### config.mk
export PLATFORM = sky130hd
export DESIGN_NAME = serial_frame_parser_unit
export DESIGN_NICKNAME = d
export VERILOG_FILES = /design/src/hw/rtl/sfp_pkg.sv /design/src/hw/rtl/sfp_parse_core.sv /design/src/hw/rtl/serial_frame_parser_unit.sv
export SDC_FILE = /design/constraint.sdc
export NUM_CORES = 1
export LEC_CHECK = 0
export BUFFER_PORTS_ARGS = -buffer_cell sky130_fd_sc_hd__buf_2
export CAP_MARGIN = 20
export CORE_MARGIN = 8
export CORE_UTILIZATION = 59
export CTS_BUF_LIST = sky130_fd_sc_hd__clkbuf_2
export DETAILED_ROUTE_END_ITERATION = 8
export GPL_TIMING_DRIVEN = 0
export HOLD_SLACK_MARGIN = 0.1
export PLACE_DENSITY = 0.87
export SLEW_MARGIN = 20
export SYNTH_ARGS = -nofsm -noshare
export SYNTH_HDL_FRONTEND = slang
export SYNTH_SLANG_ARGS = --single-unit
### constraint.sdc
create_clock -name clk -period 3.1 [get_ports clk]
set_input_delay 0.465 -clock clk [delete_from_list [all_inputs] [get_ports clk]]
set_output_delay 0.465 -clock clk [all_outputs]
set_load 0.01 [all_outputs]
### src/hw/rtl/sfp_pkg.sv
// shared types, codes and helpers for the serial frame parser
package sfp_pkg;

  localparam int unsigned PhaseW = 3;
  localparam int unsigned KindW  = 2;
  localparam int unsigned ByteW  = 8;

  // parser phases
  localparam logic [PhaseW-1:0] PH_HUNT = 3'd0;
  localparam logic [PhaseW-1:0] PH_ID   = 3'd1;
  localparam logic [PhaseW-1:0] PH_LEN  = 3'd2;
  localparam logic [PhaseW-1:0] PH_DATA = 3'd3;
  localparam logic [PhaseW-1:0] PH_END  = 3'd4;

  // result kinds
  localparam logic [KindW-1:0] EV_NONE = 2'd0;
  localparam logic [KindW-1:0] EV_DATA = 2'd1;
  localparam logic [KindW-1:0] EV_DONE = 2'd2;
  localparam logic [KindW-1:0] EV_ERR  = 2'd3;

  localparam logic [ByteW-1:0] START_BYTE = 8'hFF;
  localparam logic [ByteW-1:0] END_BYTE   = 8'hFE;

  localparam logic [ByteW-1:0] ID_A = 8'h05;
  localparam logic [ByteW-1:0] ID_B = 8'h16;
  localparam logic [ByteW-1:0] ID_C = 8'h27;
  localparam logic [ByteW-1:0] ID_D = 8'h38;
  localparam logic [ByteW-1:0] ID_E = 8'h49;
  localparam logic [ByteW-1:0] ID_F = 8'h5A;
  localparam logic [ByteW-1:0] ID_G = 8'h00;

  typedef struct packed {
    logic [PhaseW-1:0] phase;
    logic [ByteW-1:0]  held_id;
    logic [ByteW-1:0]  held_length;
    logic [ByteW-1:0]  payload_count;
  } parse_state_t;

  typedef struct packed {
    logic [KindW-1:0] event_kind;
    logic [ByteW-1:0] data_byte;
    logic [ByteW-1:0] byte_index;
    logic [ByteW-1:0] frame_id;
    logic [ByteW-1:0] frame_length;
  } parse_result_t;

  function automatic logic id_allowed(input logic [ByteW-1:0] b);
    id_allowed = (b == ID_A) || (b == ID_B) || (b == ID_C) || (b == ID_D) ||
                 (b == ID_E) || (b == ID_F) || (b == ID_G);
  endfunction

endpackage

### src/hw/rtl/sfp_parse_core.sv
// per-byte parse logic: next parser state and the result for one byte
module sfp_parse_core (
  input  sfp_pkg::parse_state_t  state_cur,
  input  logic [7:0]             rx_byte,
  input  logic                   last_in_buffer,
  output sfp_pkg::parse_state_t  state_nxt,
  output sfp_pkg::parse_result_t result
);

  logic [7:0] count_inc;
  logic       is_start;

  assign count_inc = state_cur.payload_count + 8'd1;
  assign is_start  = (rx_byte == sfp_pkg::START_BYTE);

  always_comb begin
    state_nxt = state_cur;
    result    = '0;
    result.event_kind = sfp_pkg::EV_NONE;
    unique case (state_cur.phase)
      sfp_pkg::PH_ID: begin
        if (sfp_pkg::id_allowed(rx_byte)) begin
          state_nxt.held_id = rx_byte;
          state_nxt.phase   = sfp_pkg::PH_LEN;
        end else if (is_start) begin
          state_nxt.phase = sfp_pkg::PH_ID;
        end else begin
          result.event_kind = sfp_pkg::EV_ERR;
          state_nxt.phase   = sfp_pkg::PH_HUNT;
        end
      end
      sfp_pkg::PH_LEN: begin
        state_nxt.held_length   = rx_byte;
        state_nxt.payload_count = '0;
        state_nxt.phase = (rx_byte == 8'd0) ? sfp_pkg::PH_END : sfp_pkg::PH_DATA;
      end
      sfp_pkg::PH_DATA: begin
        result.event_kind   = sfp_pkg::EV_DATA;
        result.data_byte    = rx_byte;
        result.byte_index   = state_cur.payload_count;
        result.frame_id     = state_cur.held_id;
        result.frame_length = state_cur.held_length;
        state_nxt.payload_count = count_inc;
        if (count_inc == state_cur.held_length) begin
          state_nxt.phase = sfp_pkg::PH_END;
        end
      end
      sfp_pkg::PH_END: begin
        if (rx_byte == sfp_pkg::END_BYTE) begin
          result.event_kind   = sfp_pkg::EV_DONE;
          result.frame_id     = state_cur.held_id;
          result.frame_length = state_cur.held_length;
          state_nxt.phase     = sfp_pkg::PH_HUNT;
        end else begin
          // second look at the offending byte as a hunting byte
          result.event_kind = sfp_pkg::EV_ERR;
          state_nxt.phase   = is_start ? sfp_pkg::PH_ID : sfp_pkg::PH_HUNT;
        end
      end
      default: begin
        if (is_start) begin
          state_nxt.phase = sfp_pkg::PH_ID;
        end else begin
          result.event_kind = sfp_pkg::EV_ERR;
          state_nxt.phase   = sfp_pkg::PH_HUNT;
        end
      end
    endcase
    if (last_in_buffer) begin
      state_nxt = '0;
    end
  end

endmodule

### src/hw/rtl/serial_frame_parser_unit.sv
// top level of the serial frame parser: input register, parse logic, result register
// One result transaction comes out for every input byte, in order. A byte passes
// an input register, one pass of the parse logic and a result register, and it
// moves on to the result register only when that is free or being drained. The
// block takes a new byte every cycle while the result side keeps up. The parse state
// updates once per byte as the byte moves from the input to the result register.
module serial_frame_parser_unit (
  input  logic       clk,
  input  logic       rst_n,
  input  logic       in_valid,
  output logic       in_ready,
  input  logic [7:0] in_rx_byte,
  input  logic       in_last_in_buffer,
  output logic       out_valid,
  input  logic       out_ready,
  output logic [1:0] out_event_kind,
  output logic [7:0] out_data_byte,
  output logic [7:0] out_byte_index,
  output logic [7:0] out_frame_id,
  output logic [7:0] out_frame_length
);

  logic                  in_valid_r;
  logic [7:0]            rx_byte_r;
  logic                  last_r;
  logic                  out_valid_r;
  sfp_pkg::parse_result_t result_r;
  sfp_pkg::parse_state_t  state_r;
  sfp_pkg::parse_state_t  state_nxt;
  sfp_pkg::parse_result_t result_nxt;
  logic                  advance;

  sfp_parse_core u_core (
    .state_cur      (state_r),
    .rx_byte        (rx_byte_r),
    .last_in_buffer (last_r),
    .state_nxt      (state_nxt),
    .result         (result_nxt)
  );

  // the input register moves on when the result register is free or being drained
  assign advance  = in_valid_r && (!out_valid_r || out_ready);
  assign in_ready = !in_valid_r || advance;

  always_ff @(posedge clk) begin
    if (!rst_n) begin
      in_valid_r  <= 1'b0;
      out_valid_r <= 1'b0;
      state_r     <= '0;
    end else begin
      if (in_ready) begin
        in_valid_r <= in_valid;
      end
      if (advance) begin
        out_valid_r <= 1'b1;
        state_r     <= state_nxt;
      end else if (out_ready) begin
        out_valid_r <= 1'b0;
      end
    end
  end

  always_ff @(posedge clk) begin
    if (in_ready && in_valid) begin
      rx_byte_r <= in_rx_byte;
      last_r    <= in_last_in_buffer;
    end
    if (advance) begin
      result_r <= result_nxt;
    end
  end

  assign out_valid        = out_valid_r;
  assign out_event_kind   = result_r.event_kind;
  assign out_data_byte    = result_r.data_byte;
  assign out_byte_index   = result_r.byte_index;
  assign out_frame_id     = result_r.frame_id;
  assign out_frame_length = result_r.frame_length;

endmodule
==> reports/metrics.yaml <==
floorplan:
  dieArea_um2: 8300
  io_pins: 49
  rows: 27
  initial_utilization_pct: 60.8
  die_width_um: 91.1
  die_h_um: 91.1
  core_um2: 5470
layout:
  utilization_pct: 68.6
  design_area_um2: 3750
  syn2layout_area_growth_pct: 12.9
  finalNonFillerCells: 449
  drive_above_1_share_pct: 21.5
  register_area_um2: 1870
  fin_nets: 386
  multi_input_area_um2: 1320
  nFillCells: 435
  antenna_cells: 0
sta:
  fmaxAchievable_mhz: 405
  tns_ps: 0
  fin_crit_sh_pct: 79.7
  drv_slew: 0
  skew_ps: 30.4
  slew_headroom_pct: 47.6
  worst_pin_slew_ps: 785
  setup-violations-final: 0
  rsz0062_at_grt: "false"
  min_period_ps: 2470
  hold_viol_final: 0
cts:
  clk_pin_slew_ps: 180
  cts_sinks: 72
  cts_setup_buffers: 0
  cts_buffers: 9
  htree_levels: 3
  cts_tree: "done"
  ctsHoldBuffers: 0
  postCtsResizedCells: 0
  clockBufferDepth: 2
  clock_latency_ps: 490
  cts-root-buf: "clkbuf_2"
flow_run:
  cap_violations: 0
setup_path:
  crit_arrival_ps: 2820
  endpoint: "out_frame_length[1]"
  path_buf_inv: 2
  ff2ff_path_depth: 6
  crit_fanout: 10
  crit_path_start: "rx_byte_r[5]"
  critical_path_class: "flop to flop"
  start_kind: "flop"
  cp.required_ps: 3450
  timing.rr.end: "out_frame_length[1]"
  rrSetupSlack_ps: 630
  max_stage_delay_ps: 650
  cp-end-kind: "flop"
  worst_path_max_delay_cell: "o31ai_1"
  crit_family: "buffers and inverters"
  path_depth: 6
  crit_chain: "clkbuf_1, and3_1, nand2_1, o31ai_1, clkbuf_1, and2_1"
  reg2reg_from: "rx_byte_r[5]"
  cpMostUsedCell: "clkbuf_1"
route:
  vias: 2593
  vias_per_cell: 5.78
  finalWirelength_um: 6890
  drt-wirelength-per-cell_um: 15.3
  dr.first_iter.drc_count: 192
  drtAntennaViolNets: 0
  drc: 0
  dr.pass1.iters: 4
synth:
  synthArstFlopShare_pct: 0
  yosysTopAreaCellShare_pct: 38.8
  ys_seq_area_share_pct: 56.3
  yosysTopAreaCell: "edfxtp_1"
  ys_types: 52
  ys_ff_latch: 72
  syn_area_per_cell_um2: 10.6
  syn_inst: 314
  synth.area.top_cells: "edfxtp_1 (39%), dfxtp_1 (17%), nand3_1 (4.4%)"
  synthFlopType: "edfxtp_1"
  yosysMostFrequentCell: "edfxtp_1"
  netlist_area_um2: 3330
  synth_fp_nets: 328
  synth_edf_count: 43
  ys_warn_count: 0
  ys_top_cells_by_count: "edfxtp_1 (43), dfxtp_1 (29), nand3_1 (29)"
place:
  dp_cells: 433
  globalplace.congestion: 0.960
  port_buffers: 47
  placed_area_um2: 3650
  dp_hpwl_um: 4990
min_path:
  worstHoldPathType: "input port to flop"
power_and_ir_drop:
  power_density_nw_per_um2: 445
  vdd_drop_max_mv: 0.395
  leakage_nw: 1.45
  total_power_mw: 1.67
global_routing:
  grt_pass1_wl_um: 11400
  grt_max_degree: 40
  grt_pass1_vias: 2400
  groute.usage.overall_pct: 16.6
  gr-total-overflow: 0
  grt_antenna_before_repair: 0
run_status:
  status: "complete, no violations"
[flip-flops by register name, indices dropped and copies added, names as in the netlist]
| signal | cells |
|---|---|
| last_r | 1 |
| out_frame_length | 8 |
| out_data_byte | 8 |
| rx_byte_r | 8 |
| out_event_kind | 2 |
| state_r | 27 |
| out_byte_index | 8 |
| out_frame_id | 8 |
| out_valid | 1 |
| in_valid_r | 1 |
[stage by stage]
step	setup WS, ps	hold WS (ps)
after floorplan	714	444
after detailed placement	559	476
final	630	145
after global placement	104	459
after global routing	457	104
after CTS	680	112
[power by group]
group / total (mW) / leakage, nW / switching (mW) / internal (mW)
Sequential: 1.06 / 0.638 / 0.0213 / 1.04
Clock: 0.490 / 0.0708 / 0.304 / 0.186
Combinational: 0.119 / 0.743 / 0.0774 / 0.0419
[cell families (layout without fill, tap and decap cells)]
logic type	count (synthesis)	in the layout	share of synthesized area [%]
flip-flops	72	72	56.3
adder cells (fa/ha/maj)	1	1	0.376
buffers and inverters	23	86	4.10
AND/OR/NAND/NOR	146	146	24.0
multiplexers	2	2	0.602
AO/OA/AOI/OAI	62	62	12.6
XOR/XNOR	8	8	2.11
[metal layers]
metal / up-vias / GRT usage [%] / part of all wire, %
li1: 1276 / - / -
met1: 1204 / 21.1 / 44
met2: 100 / 25.7 / 46
met3: 13 / 4.36 / 8.6
met4: 0 / 8.46 / 1.9
met5: - / 0 / 0
[cell type report]
| class | count | area share, % |
|---|---|---|
| multi-input cells | 219 | 35.1 |
| clock buffers | 11 | 1.47 |
| well taps | 72 | 2.40 |
| repair buffers | 47 | 6.26 |
| flip-flops and latches | 72 | 49.9 |
| plain buffers | 20 | 3.33 |
| clock inverters | 5 | 1.27 |
| inverters | 3 | 0.300 |
[worst min path at each step]
stage | cells after the start | slack [ps] | end | startpoint
after detailed placement | 1 | 480 | state_r[23] | state_r[23]
after CTS | 1 | 110 | last_r | in_last_in_buffer
after floorplan | 1 | 440 | state_r[23] | state_r[23]
after global placement | 1 | 460 | state_r[23] | state_r[23]
final | 1 | 150 | last_r | in_last_in_buffer
after global routing | 1 | 100 | rx_byte_r[5] | in_rx_byte[5]
[layout by cell type, fill, tap and decap left out, types with 3 or more instances in the layout]
master    netlist  routed
nand3_1        29      29
dfxtp_1        29      29
buf_2           2      49
nand2_1        15      15
and2_1         18      18
o21ai_1         3       3
o211ai_1        7       7
edfxtp_1       43      43
nor2b_1         3       3
xor2_1          5       5
nand3b_1        3       3
a21oi_1        20      20
buf_4           3       3
clkbuf_2        1      12
xnor2_1         3       3
nor3b_1         8       8
clkbuf_1       10      10
o31ai_1         3       3
nor3_1          6       6
a31oi_1         3       3
or3_1           3       3
nor2_1         27      27
and3_1         19      19
nand2b_1        5       5
o21ai_0        10      10
(Power assumes the default switching activity.)
